### src/rtl/ncomix_pkg.sv
`default_nettype none
// ----------------------------------------------------------------------------
// ncomix_pkg: shared types, constants and table math for the NCO mixer
// Holds the register index codes, the sample word type, the sine table
// generator used at elaboration and the divide-by-full-scale with saturation.
// ----------------------------------------------------------------------------
package ncomix_pkg;

   localparam int SAMPLE_BITS    = 16;
   localparam int CSR_INDEX_BITS = 1;
   localparam int CSR_DATA_BITS  = 16;

   localparam logic [CSR_INDEX_BITS-1:0] CSR_PHASE_STEP = 1'd0;
   localparam logic [CSR_INDEX_BITS-1:0] CSR_MIX_ENABLE = 1'd1;

   localparam int QUEUE_DEPTH    = 4;
   localparam int QUEUE_PTR_BITS = 2;
   localparam int QUEUE_CNT_BITS = 3;

   localparam longint unsigned FULL_SCALE = 64'd32767;
   localparam longint unsigned TWO_PI_Q30 = 64'd6746518852;
   localparam longint          ONE_Q30    = 64'd1073741824;

   typedef struct packed {
      logic                          mix;
      logic signed [SAMPLE_BITS-1:0] re;
      logic signed [SAMPLE_BITS-1:0] im;
   } sample_type;

   // Unsigned quotient by shift and subtract; used only while building the table.
   function automatic longint unsigned udiv(longint unsigned num, longint unsigned den);
      longint unsigned quo;
      longint unsigned rem;
      quo = '0;
      rem = '0;
      for (int i = 63; i >= 0; i--) begin
         rem = {rem[62:0], num[i]};
         if (rem >= den) begin
            rem    = rem - den;
            quo[i] = 1'b1;
         end
      end
      return quo;
   endfunction

   // Quarter-wave sine, Q30 Taylor series to x^15, rounded to Q15 scale.
   function automatic longint quarter_sine(longint unsigned r, int abits);
      longint unsigned x;
      longint unsigned x2;
      longint unsigned term;
      longint unsigned den;
      longint          sum;
      x    = (r * TWO_PI_Q30) >> abits;
      x2   = (x * x) >> 30;
      term = x;
      sum  = longint'(x);
      for (int k = 1; k <= 7; k++) begin
         den  = longint'(2 * k) * longint'(2 * k + 1);
         term = udiv((term * x2) >> 30, den);
         if ((k & 1) == 1) begin
            sum = sum - longint'(term);
         end else begin
            sum = sum + longint'(term);
         end
      end
      if (sum < 0) begin
         sum = 0;
      end
      if (sum > ONE_Q30) begin
         sum = ONE_Q30;
      end
      return longint'(((longint'(sum) * FULL_SCALE) + longint'(ONE_Q30 / 2)) >> 30);
   endfunction

   // One entry of the full sine table of 2^abits entries.
   function automatic logic signed [SAMPLE_BITS-1:0] sine_entry(longint unsigned addr,
                                                                  int abits);
      longint unsigned n;
      longint unsigned qlen;
      longint unsigned quad;
      longint unsigned r;
      longint          mag;
      n    = longint'(1) << abits;
      qlen = n >> 2;
      quad = (addr & (n - 1)) >> (abits - 2);
      r    = addr & (qlen - 1);
      if ((quad & 1) != 0) begin
         r = qlen - r;
      end
      mag = quarter_sine(r, abits);
      if ((quad & 2) != 0) begin
         mag = -mag;
      end
      return SAMPLE_BITS'(mag);
   endfunction

   // Divide by 32767 truncating toward zero, then saturate to 16 bits.
   // m = a*2^15 + b = a*32767 + (a + b); fold once more and correct once.
   function automatic logic signed [SAMPLE_BITS-1:0] div_sat(logic signed [32:0] v);
      logic [32:0] mag_full;
      logic [31:0] m;
      logic [17:0] t;
      logic [15:0] u;
      logic [17:0] q;
      logic signed [SAMPLE_BITS-1:0] res;
      mag_full = v[32] ? 33'(-v) : 33'(v);
      m        = mag_full[31:0];
      t        = 18'(m[31:15]) + 18'(m[14:0]);
      u        = 16'(t[17:15]) + 16'(t[14:0]);
      q        = 18'(m[31:15]) + 18'(t[17:15]) + ((u >= 16'd32767) ? 18'd1 : 18'd0);
      if (!v[32]) begin
         res = (q > 18'd32767) ? 16'sh7FFF : SAMPLE_BITS'(q);
      end else begin
         res = (q > 18'd32768) ? 16'sh8000 : SAMPLE_BITS'(18'(-q));
      end
      return res;
   endfunction

endpackage
`default_nettype wire

### src/rtl/ncomix_queue.sv
`default_nettype none
// ----------------------------------------------------------------------------
// ncomix_queue: short FIFO between front and back
// Lets the front keep taking words while the back is held by the output.
// ----------------------------------------------------------------------------
module ncomix_queue #(
   parameter int WIDTH = 43
) (
   input  wire               clock,
   input  wire               reset,
   input  wire               push,
   input  wire  [WIDTH-1:0]  push_data,
   input  wire               pop,
   output logic [WIDTH-1:0]  pop_data,
   output logic              not_empty,
   output logic              full
);

   logic [WIDTH-1:0]                           mem_ff [ncomix_pkg::QUEUE_DEPTH];
   logic [ncomix_pkg::QUEUE_PTR_BITS-1:0]      wr_ptr_ff;
   logic [ncomix_pkg::QUEUE_PTR_BITS-1:0]      rd_ptr_ff;
   logic [ncomix_pkg::QUEUE_CNT_BITS-1:0]      count_ff;

   assign full      = (count_ff == ncomix_pkg::QUEUE_CNT_BITS'(ncomix_pkg::QUEUE_DEPTH));
   assign not_empty = (count_ff != '0);
   assign pop_data  = mem_ff[rd_ptr_ff];

   always_ff @(posedge clock) begin
      if (push) begin
         mem_ff[wr_ptr_ff] <= push_data;
      end
   end

   always_ff @(posedge clock) begin
      if (reset) begin
         wr_ptr_ff <= '0;
         rd_ptr_ff <= '0;
         count_ff  <= '0;
      end else begin
         if (push) begin
            wr_ptr_ff <= wr_ptr_ff + 1'b1;
         end
         if (pop) begin
            rd_ptr_ff <= rd_ptr_ff + 1'b1;
         end
         if (push && !pop) begin
            count_ff <= count_ff + 1'b1;
         end else if (pop && !push) begin
            count_ff <= count_ff - 1'b1;
         end
      end
   end

`ifndef SYNTHESIS
   a_no_overflow: assert property (@(posedge clock) disable iff (reset)
      full |-> !push)
      else $error("push into a full queue");

   a_no_underflow: assert property (@(posedge clock) disable iff (reset)
      pop |-> not_empty)
      else $error("pop from an empty queue");
`endif

endmodule
`default_nettype wire

### config.mk
export PLATFORM = sky130hd
export DESIGN_NAME = ncomix_queue
export DESIGN_NICKNAME = d
export VERILOG_FILES = /design/src/rtl/ncomix_pkg.sv /design/src/rtl/ncomix_queue.sv
export SDC_FILE = /design/constraint.sdc
export NUM_CORES = 1
export LEC_CHECK = 0
export BUFFER_PORTS_ARGS = -buffer_cell sky130_fd_sc_hd__buf_2
export CORE_MARGIN = 2
export CORE_UTILIZATION = 35
export CTS_CLUSTER_SIZE = 25
export DETAILED_ROUTE_END_ITERATION = 8
export PLACE_DENSITY_LB_ADDON = 0.05
export SYNTH_ARGS = -nofsm -noshare
export SYNTH_HDL_FRONTEND = slang
export SYNTH_SLANG_ARGS = --single-unit
### constraint.sdc
create_clock -name clock -period 2.64 [get_ports clock]
set_clock_uncertainty 0.2 [all_clocks]
set_input_delay 0.528 -clock clock [delete_from_list [all_inputs] [get_ports clock]]
set_output_delay 0.528 -clock clock [all_outputs]
set_load 0.05 [all_outputs]
# [Word-level counts from Yosys, hierarchy flattened]
# Memory sizes are Yosys's and may differ from the RTL's. A register that Yosys moved wholly into a read port is not among the register bits.
# Index checks and enable logic that the tools add are counted.
[word_totals] ff_bits=7 ram_bits=172 out_inout_bits=45 n_memories=1
[classes] add_sub_neg=4 n_eq_ne=1 n_mux=6 n_reduce_logical=6
[memory_table] memory="mem_ff" depth=4 word_bits=43 rd=1 rd_ports_with_merged_regs=1 write_ports=1 line="ncomix_queue.sv:19" source="logic [WIDTH-1:0] mem_ff [ncomix_pkg::QUEUE_DEPTH];"
[ops] cell="3-bit two-way mux" n=2
[ops] cell="2-bit by 1-bit adder with 2-bit output, second input constant" n=2
[ops] cell="2-bit two-way mux" n=2
[ops] cell="3-bit by 1-bit adder with 3-bit output, second input constant" n=1
[ops] cell="3-bit equality test, second input constant" n=1
[ops] cell="3-bit nonzero test" n=1
[ops] cell="3-bit by 1-bit subtractor with 3-bit output, second input constant" n=1
[ops] cell="1-bit logical AND" n=2
[ops] cell="1-bit zero test" n=2
[ops] cell="1-bit two-way mux" n=2
[ops] cell="2-bit nonzero test" n=1

# [Logic depth before layout (Yosys ltp)]
# Gate-level depths: netlist of run 1.
[depth] word_depth=4 mapped_depth=7 mapped_depth_nobuf=7

# [Least setup slack after synthesis of run 1]
# No wires, ideal clock.
[synth_path] path_type="register to output" startpoint="reg count_ff[1] (netlist name)" endpoint="out full" t_arrival_ns=1.497 slack_ns=0.415 stages_incl_launch_ff=2 n_path_buf=0 path_cell_list="dfxtp_1 nor3b_1"
[synth_between] elab_chain_cells=1
[synth_lines] item="start, declared" line="ncomix_queue.sv:22" source="logic [ncomix_pkg::QUEUE_CNT_BITS-1:0] count_ff;"
[synth_lines] item="start signal, assigned" line="ncomix_queue.sv:47" source="count_ff <= count_ff + 1'b1;"
[synth_lines] item="start signal, assigned" line="ncomix_queue.sv:49" source="count_ff <= count_ff - 1'b1;"
[synth_lines] item="3-bit equality test" line="ncomix_queue.sv:24" source="assign full = (count_ff == ncomix_pkg::QUEUE_CNT_BITS'(ncomix_pkg::QUEUE_DEPTH));"
[synth_lines] item="end, declared" line="ncomix_queue.sv:16" source="output logic full"
# Every way passes these cells.

==> results of run 1 <==
[cell type report]
class | count | area, um^2
flip-flops and latches | 181 | 5350
multi-input cells | 73 | 1220
repair buffers | 110 | 636
clock buffers | 20 | 437
well taps | 234 | 293
inverters | 4 | 15.0
clock inverters | 11 | 86.3
fillers | 1618 | 10700
[report_power, final]
part	internal [mW]	switching, mW	total [mW]
sequential	3.29	0.0431	3.34
clock	1.28	0.979	2.26
combinational	0.311	0.665	0.976
total	4.88	1.69	6.57
[synth_stat cells]
cell type and number:
sky130_fd_sc_hd__buf_2 4, sky130_fd_sc_hd__or3_1 2, sky130_fd_sc_hd__nor3b_1 1, sky130_fd_sc_hd__a21oi_1 1
sky130_fd_sc_hd__xor2_1 3, sky130_fd_sc_hd__mux2i_1 2, sky130_fd_sc_hd__edfxtp_1 172, sky130_fd_sc_hd__mux4_2 40
sky130_fd_sc_hd__mux4_1 3, sky130_fd_sc_hd__clkbuf_1 2, sky130_fd_sc_hd__fa_1 1, sky130_fd_sc_hd__o21ai_0 1
sky130_fd_sc_hd__ha_1 5, sky130_fd_sc_hd__buf_6 1, sky130_fd_sc_hd__nor2_1 7, sky130_fd_sc_hd__buf_12 4
sky130_fd_sc_hd__xnor2_1 2, sky130_fd_sc_hd__nand2_1 1, sky130_fd_sc_hd__inv_1 4, sky130_fd_sc_hd__and2_1 4
sky130_fd_sc_hd__dfxtp_1 9
[repair_timing]
| action | 4_1_cts | 5_1_grt |
|---|---|---|
| setup endpoints to repair | 32 | 6 |
| hold buffers | 0 | 0 |
| pin swaps | 0 | 0 |
| buffers inserted | 5 | 0 |
[kinds of logic (layout without fill, tap and decap cells)]
| kind of cell | count (synthesis) | count (layout) | share of synthesized area (%) |
|---|---|---|---|
| buffers and inverters | 15 | 145 | 2.00 |
| flip-flops | 181 | 181 | 79.9 |
| AO/OA/AOI/OAI | 2 | 2 | 0.149 |
| adder cells (fa/ha/maj) | 6 | 6 | 1.23 |
| multiplexers | 45 | 45 | 14.9 |
| XOR/XNOR | 5 | 5 | 0.655 |
| AND/OR/NAND/NOR | 15 | 15 | 1.12 |
[flip-flops by register name, indices dropped and copies added, names as in the netlist, named ones only]
| name | flops |
|---|---|
| rd_ptr_ff | 2 |
| count_ff | 3 |
| wr_ptr_ff | 2 |
| mem_ff | 172 |
[per-stage QoR]
step	setup TNS [ps]	worst slack [ps]	power, mW
after detailed placement	0	303	4.38
after global placement	0	298	4.37
after floorplan	0	415	4.13
after CTS	0	1.67	6.67
final	0	60.0	6.57
after global routing	-48.9	-25.6	6.85
[final timing paths]
check | start | to | slack, ps
max | flop | pop_data[29] | 60
min | push_data[26] | mem_ff[0][26] | 120
max reg2reg | wr_ptr_ff[0] | mem_ff[1][29] | 840
min reg2reg | count_ff[2] | count_ff[2] | 300
[layer usage]
metal / up-vias / GRT usage [%] / wire (um)
li1: 1364 / - / -
met1: 1576 / 16.8 / 5670
met2: 66 / 20.3 / 5860
met3: 12 / 4.58 / 573
met4: 2 / 4.26 / 147
met5: - / 0 / 13
==> results.txt, run 1 <==
Cell Area, Synth - 6690 um^2
Maximum clock frequency - 388 MHz
Slew HR - 67.3%
CTS clock-pin slew for the worst setup and hold paths - 60 ps
DRC Markers - 0
Number of antenna violations at the first check in global routing - 1
Number of instances resized during post-cts repair - 0
Static Leak - 2.74 nW
Number of failing setup endpoints in the final timing report - 0
Data required time of the worst path - 1910 ps
Maximum clock insertion buffer count - 2
CP arrival - 1850 ps
Synthesized instance count - 269
Number of cells on the worst hold path - 1
Wire length of the first global-routing pass - 18,600 um
Placement Cell Area - 7470 um^2
Mean area per synthesized cell - 24.9 um^2
CTS Sinks - 181
Worst skew pair latency - 410 ps
Transition time at the pin with the least slew margin - 491 ps
Ports placed on the boundary - 92
Placed cell count - 597
Worst slack on hold paths - 124 ps
Maximum number of pins on one net before global-route repair - 27
Period minus WS final - 2580 ps
P&R area growth vs syn - 20.1%
Per-cell routed wire length - 19.4 um
Result of the run - complete, no violations
Number of vias per cell after detailed routing - 4.77
Net count reported at finish - 440
Inserted Clock Buffers - 17
Crit path capture type - primary output
Final cycle utilization of the critical path - 97.7%
Buffers on Ports - 91
CP cell instances - buf_12 -> mux4_1 -> buf_2
TritonCTS clock tree - done
H-tree levels - 4
Clock Root Buffer - sky130_fd_sc_hd__clkbuf_16
Maximum Capacitance Violations - 0
Drt initial violations - 162
Non-filler instance count after layout - 633
Slowest cell on the critical path - sky130_fd_sc_hd__mux4_1
Gp weighted congestion - 0.655
Most area-consuming cells after synthesis - sky130_fd_sc_hd__edfxtp_1, sky130_fd_sc_hd__mux4_2, sky130_fd_sc_hd__dfxtp_1
Portion of the post-synthesis area used by sequential elements - 79.9%
Total stage count of the critical path - 3
Classification of the worst-slack hold path - in -> reg
Routed via count - 3,020
Dominant delay contributor by cell family on the critical path - multiplexers
#FFs+latches synth - 181
Class of the most critical setup path - reg -> out
Share of the core filled with cells in the final layout - 42.9%
Fin. max-slew vios - 0
Routed Wire Length - 12,300 um
Ratio of cells with drive above 1 in the final layout - 45.1%
Maximum single-stage delay on the critical path - 580 ps
Die height - 142 um
Power per cell area - 818 nW/um^2
Area leader, netlist - sky130_fd_sc_hd__edfxtp_1
Largest fanout on the critical path - 11
Area share of the largest cell type after synthesis - 77.2%
Antenna diode instance count - 0
Floorplan die area - 20,200 um^2
Total overflow reported by the global router - 0
Overall global routing resource usage - 12.9%
Hpwl dp - 7500 um
Drt first pass iters - 4
Final Hold Fails - 0
Most common library cell in the layout ignoring fill and taps - sky130_fd_sc_hd__edfxtp_1
Vias in the first global route - 3,244
Ys Warns - 0
Initial Util - 35.8%
Die Span X - 142 um
Worst Path Buf+Inv - 2
Setup repair after global routing missed its margin - yes
Most used cells in the layout excluding fill and tap cells - sky130_fd_sc_hd__edfxtp_1, sky130_fd_sc_hd__buf_2, sky130_fd_sc_hd__mux4_2
Post-synthesis cell type count - 21
Worst setup SP type - flop
VDD IR-drop max - 0.470 mV
Cell Rows - 50
Mapped Nets - 322
Depth of the most critical reg-to-reg path - 3
Core box area - 18,700 um^2
Post-route cell area - 8030 um^2
Number of antenna-violating nets in the routed design - 0
(Power assumes the default switching activity.)
==> inputs of run 2 (changes only) <==
CORE_ASPECT_RATIO = 0.75   (was not set)
RECOVER_POWER = 50   (was not set)
==> results.txt, run 2 (synthesis results as in run 1) <==
Result of the run - complete, no violations
Most common library cell in the layout ignoring fill and taps - sky130_fd_sc_hd__edfxtp_1
Met3 capacity usage during global routing - 4.10% (-0.48 points)
Classification of the worst-slack hold path - in -> reg
Worst setup slack after layout - 60.5 ps (+0.451 ps)
Slew HR - 25.3% (-42 points)
Data required time of the worst path - 1910 ps (about the same)
Overall global routing resource usage - 13.2% (+0.26 points)
Clock group share of total power - 36.5% (+2.1 points)
Number of antenna-violating nets in the routed design - 0 (unchanged)
Drt first pass iters - 4 (unchanged)
P&R area growth vs syn - 20.4%
Switching fraction of total power - 27.2% (+1.5 points)
Number of fill cells - 1,708 (+5.6%)
Transition time at the pin with the least slew margin - 1120 ps (+629 ps)
GRT Max-Usage Layer - met2
VDD IR-drop max - 0.360 mV (-23%)
Sum of internal, switching and leakage power - 6.79 mW (+3.4%)
Met2 usage - 20.9% (+0.56 points)
Cell Rows - 43 (-14%)
Number of antenna violations at the first check in global routing - 1 (unchanged)
Number of failing setup endpoints in the final timing report - 0 (unchanged)
Register ranked first by flip-flop count - mem_ff
Power per cell area - 843 nW/um^2 (+3.1%)
Worst slack on hold paths - 154 ps (+30.0 ps)
Most used cells in the layout excluding fill and tap cells - sky130_fd_sc_hd__edfxtp_1, sky130_fd_sc_hd__buf_2, sky130_fd_sc_hd__clkbuf_1
GRT met1 Usage - 17.2% (+0.41 points)
Die Span X - 164 um (+15%)
Antenna diode instance count - 0 (unchanged)
Clock Root Buffer - sky130_fd_sc_hd__clkbuf_16
Internal power - 4.94 mW (+1.3%)
Hold buffer count at CTS - 0 (unchanged)
H-tree levels - 4 (unchanged)
Ratio of cells with drive above 1 in the final layout - 34.7% (-10 points)
TritonCTS clock tree - done
Maximum clock insertion buffer count - 2 (unchanged)
Net count reported at finish - 435 (-1.1%)
Final cycle utilization of the critical path - 97.7% (about the same)
Setup repair after global routing missed its margin - yes
Registers with the highest flip-flop counts - mem_ff (172), count_ff (3)
Static Leak - 2.65 nW (-3.5%)
Inserted Clock Buffers - 17 (unchanged)
Worst setup SP type - flop
Floorplan die area - 20,200 um^2 (about the same)
Final Hold Fails - 0 (unchanged)
Total Negative Setup Slacks - 0 ps (unchanged)
Initial Util - 35.9% (+0.17 points)
Core box area - 18,600 um^2 (-0.48%)
Maximum clock frequency - 388 MHz (about the same)
Largest fanout on the critical path - 18 (+7)
Total overflow reported by the global router - 0 (unchanged)
Die height - 124 um (-13%)
Hpwl dp - 7560 um (+0.80%)
Fin. max-slew vios - 0 (unchanged)
Maximum Capacitance Violations - 0 (unchanged)
Buffers on Ports - 91 (unchanged)
Ports placed on the boundary - 92 (unchanged)
Wire length of the first global-routing pass - 18,800 um (+1.1%)
Vias in the first global route - 3,220 (-0.74%)
CTS Sinks - 181 (unchanged)
Drt initial violations - 165 (+1.9%)
Period minus WS final - 2580 ps (-0.451 ps)
Number of vias per cell after detailed routing - 4.72 (-1.1%)
Fraction of power consumed by combinational cells - 14.4% (-0.5 points)
Net switching power figure - 1.85 mW (+9.4%)
CTS clock-pin slew for the worst setup and hold paths - 70 ps (about the same)
DRC Markers - 0 (unchanged)
Number of flip-flops under the largest register name - 172 (unchanged)
Maximum number of pins on one net before global-route repair - 37 (+37%)
Gp weighted congestion - 0.675 (+3.1%)
Class of the most critical setup path - reg -> out
Routed via count - 3,028 (+0.26%)
Per-cell routed wire length - 19.4 um (-0.12%)
CP arrival - 1850 ps (about the same)
Post-place setup slack - 293 ps (-10.8 ps)
Worst skew pair latency - 420 ps (about the same)
Crit path capture type - primary output
Fraction of power consumed by sequential logic - 49.1% (-1.7 points)
Routed Wire Length - 12,400 um (+1.3%)
## run 2: changes by cell type in the layout (fill, tap and decap cells not counted), sizes merged
| cell | delta |
|---|---|
| inv | +8 |
| clkbuf | +41 |
| clkinvlp | -2 |
| clkinv | -2 |
| buf | -49 |
## run 2: path summary, 6_finish.rpt
check        slack, ps       endpoint  depth (start not counted)          from
max                 60    pop_data[5]                          3          flop
min                150   mem_ff[1][4]                          1  push_data[4]
max reg2reg        370  mem_ff[1][12]                          3  wr_ptr_ff[0]
min reg2reg        310    count_ff[2]                          2   count_ff[2]
## run 2: cell type report
| class | instances | area (um^2) | share of cell area, % |
|---|---|---|---|
| Tap cell | 247 | 309 | 3.84 |
| Clock buffer | 17 | 425 | 5.28 |
| Multi-Input combinational cell | 73 | 1210 | 15.1 |
| Clock inverter | 15 | 160 | 1.99 |
| Sequential cell | 181 | 5350 | 66.4 |
| Timing Repair Buffer | 105 | 581 | 7.21 |
| Inverter | 4 | 15.0 | 0.186 |
## run 2: metrics by stage
step,utilization (%),cells,cell area (um^2)
CTS,43.5,642,8110
finish,43.3,642,8050
global placement,40.2,608,7490
global route,43.3,642,8050
detailed placement,40.2,608,7490
floorplan,-,269,6690
## run 2: critical path, cell delays in order, from the launching register on
cell and delay (ps):
sky130_fd_sc_hd__dfxtp_4 440, sky130_fd_sc_hd__buf_12 220, sky130_fd_sc_hd__mux4_2 540, sky130_fd_sc_hd__buf_2 230
## run 2: metal layers
| metal | routed length, um | vias up |
|---|---|---|
| met4 | 168 | 2 |
| met5 | 16 | - |
| li1 | - | 1357 |
| met3 | 638 | 15 |
| met1 | 5710 | 1581 |
| met2 | 5890 | 73 |
## run 2: what timing repair did
| item | CTS | global route |
|---|---|---|
| endpoints found under the setup margin | 33 | 10 |
| gates resized for setup | 2 | 3 |
| buffers inserted | 2 | 0 |
| gates cloned | 0 | 0 |
| pin swaps | 0 | 0 |
## run 2: power by group through the flow
stage                     clock network (mW)  registers [mW]  logic (mW)
final                                   2.48            3.33       0.975
after global routing                    2.68            3.35        1.04
after CTS                               2.56            3.34        1.00
after detailed placement                   0            3.41       0.982
after global placement                     0            3.41       0.976
after floorplan                            0            3.39       0.741
==> inputs of run 3 (changes only) <==
CELL_PAD_IN_SITES_DETAIL_PLACEMENT = 0   (was not set)
CELL_PAD_IN_SITES_GLOBAL_PLACEMENT = 1   (was not set)
GPL_TIMING_DRIVEN = 0   (was not set)
==> results.txt, run 3 (synthesis results as in run 1) <==
Drt first pass iters - 4 (unchanged)
Per-cell routed wire length - 19.2 um (-0.85%)
Inserted Clock Buffers - 17 (unchanged)
Maximum Capacitance Violations - 0 (unchanged)
Transition time at the pin with the least slew margin - 1040 ps (-84.5 ps)
Post-route cell area - 8140 um^2 (+1.0%)
Core box area - 18,600 um^2 (unchanged)
Maximum clock frequency - 389 MHz (+0.37%)
Ports placed on the boundary - 92 (unchanged)
Gp weighted congestion - 0.667 (-1.1%)
Post-place setup slack - 324 ps (+31.0 ps)
CTS clock-pin slew for the worst setup and hold paths - 70 ps (about the same)
Most used cells in the layout excluding fill and tap cells - sky130_fd_sc_hd__edfxtp_1, sky130_fd_sc_hd__clkbuf_1, sky130_fd_sc_hd__mux4_2
Clock Root Buffer - sky130_fd_sc_hd__clkbuf_16
P&R area growth vs syn - 21.6%
Total overflow reported by the global router - 0 (unchanged)
Data required time of the worst path - 1910 ps (about the same)
Slack of the worst reg-to-reg path - 430 ps (+60 ps)
Worst setup SP type - flop
Static Leak - 2.67 nW (+0.75%)
Antenna diode instance count - 0 (unchanged)
Number of antenna violations at the first check in global routing - 0 (-1)
Share of the core filled with cells in the final layout - 43.7% (+0.44 points)
VDD IR-drop max - 0.458 mV (+27%)
Routed Wire Length - 12,300 um (-1.3%)
Number of flip-flops under the largest register name - 172 (unchanged)
Die height - 124 um (unchanged)
Slew HR - 31.0% (+5.7 points)
Classification of the worst-slack hold path - in -> reg
CTS Sinks - 181 (unchanged)
Buffers on Ports - 90 (-1.1%)
Result of the run - complete, no violations
Floorplan die area - 20,200 um^2 (unchanged)
Power per cell area - 864 nW/um^2 (+2.5%)
Fin. max-slew vios - 0 (unchanged)
Net count reported at finish - 434 (-0.23%)
TritonCTS clock tree - done
Final Hold Fails - 0 (unchanged)
Worst skew pair latency - 410 ps (about the same)
Setup repair after global routing missed its margin - no
Cell Rows - 43 (unchanged)
Number of fill cells - 1,662 (-2.7%)
Wire length of the first global-routing pass - 18,400 um (-2.2%)
Initial Util - 35.9% (unchanged)
Number of vias per cell after detailed routing - 4.68 (-0.73%)
Class of the most critical setup path - reg -> out
Maximum single-stage delay on the critical path - 530 ps (about the same)
Register ranked first by flip-flop count - mem_ff
Hpwl dp - 7230 um (-4.3%)
Ratio of cells with drive above 1 in the final layout - 33.2% (-1.5 points)
Drt initial violations - 197 (+19%)
Routed via count - 2,992 (-1.2%)
Maximum number of pins on one net before global-route repair - 27 (-27%)
Worst Path Buf+Inv - 3 (+1)
Placed cell count - 610 (+0.33%)
Maximum clock insertion buffer count - 2 (unchanged)
Largest fanout on the critical path - 10 (-8)
Overall global routing resource usage - 12.9% (-0.31 points)
Period minus WS final - 2570 ps (-9.62 ps)
Number of antenna-violating nets in the routed design - 0 (unchanged)
Vias in the first global route - 3,166 (-1.7%)
DRC Markers - 0 (unchanged)
Most common library cell in the layout ignoring fill and taps - sky130_fd_sc_hd__edfxtp_1
Worst setup slack after layout - 70.1 ps (+9.62 ps)
Final cycle utilization of the critical path - 97.3% (-0.36 points)
Total Negative Setup Slacks - 0 ps (unchanged)
CP arrival - 1840 ps (about the same)
Crit path capture type - primary output
Placement Cell Area - 7530 um^2 (+0.65%)
CP cell instances - buf_6 -> buf_12 -> mux4_2 -> buf_2
Number of failing setup endpoints in the final timing report - 0 (unchanged)
Die Span X - 164 um (unchanged)
H-tree levels - 4 (unchanged)
Non-filler instance count after layout - 639 (-0.47%)
Registers with the highest flip-flop counts - mem_ff (172), count_ff (3)
Dominant delay contributor by cell family on the critical path - buffers and inverters
Slowest cell on the critical path - sky130_fd_sc_hd__mux4_2
-- run 3: changes by cell type in the layout (fill, tap and decap cells not counted), moves of 2 or more --
cell and change:
sky130_fd_sc_hd__clkbuf_1 +2, sky130_fd_sc_hd__dfxtp_1 +2, sky130_fd_sc_hd__and2_0 -2, sky130_fd_sc_hd__clkinv_4 -3, sky130_fd_sc_hd__buf_12 +3, sky130_fd_sc_hd__inv_8 -4
sky130_fd_sc_hd__bufinv_16 +4, sky130_fd_sc_hd__buf_4 +2, sky130_fd_sc_hd__inv_6 -2, sky130_fd_sc_hd__buf_2 -7
-- run 3: layer usage --
layer	up-vias	track usage (%)	wire, um
met1	1563	16.5	5620
met2	76	20.3	5750
met4	0	3.45	100
met3	5	5.33	802
met5	-	0	0
li1	1348	-	-
-- run 3: timing repair --
item / CTS / global route
buffers inserted: 0 / 0
setup endpoints to repair: 40 / 8
gates resized for setup: 4 / 15
pin swaps: 0 / 0
hold buffers: 0 / 0
-- run 3: metrics by stage --
| stage | total power, mW | hold WS (ps) |
|---|---|---|
| final | 7.03 | 167 |
| after global routing | 7.29 | 159 |
| after detailed placement | 4.40 | 296 |
| after CTS | 7.13 | 101 |
| after global placement | 4.38 | 289 |
| after floorplan | 4.13 | 261 |
-- run 3: area by class of cell --
type / instances / area, um^2 / share of cell area (%)
sequential: 181 / 5350 / 65.7
timing repair buffer: 94 / 495 / 6.09
multi-input combinational: 73 / 1210 / 14.9
tap: 247 / 309 / 3.80
clock inverter: 12 / 203 / 2.49
clock buffer: 18 / 429 / 5.27
buffer: 10 / 125 / 1.54
inverter: 4 / 15.0 / 0.185
-- run 3: report_power, final --
| part | switching, mW | internal, mW |
|---|---|---|
| sequential | 0.0398 | 3.29 |
| combinational | 0.671 | 0.319 |
| clock | 1.03 | 1.68 |
| total | 1.74 | 5.29 |
-- run 3: path summary, 6_finish.rpt --
path | depth (start not counted) | to | startpoint
min | 1 | mem_ff[1][35] | push_data[35]
min reg2reg | 2 | count_ff[2] | count_ff[2]
max | 4 | pop_data[13] | flop
max reg2reg | 3 | mem_ff[3][37] | wr_ptr_ff[0]
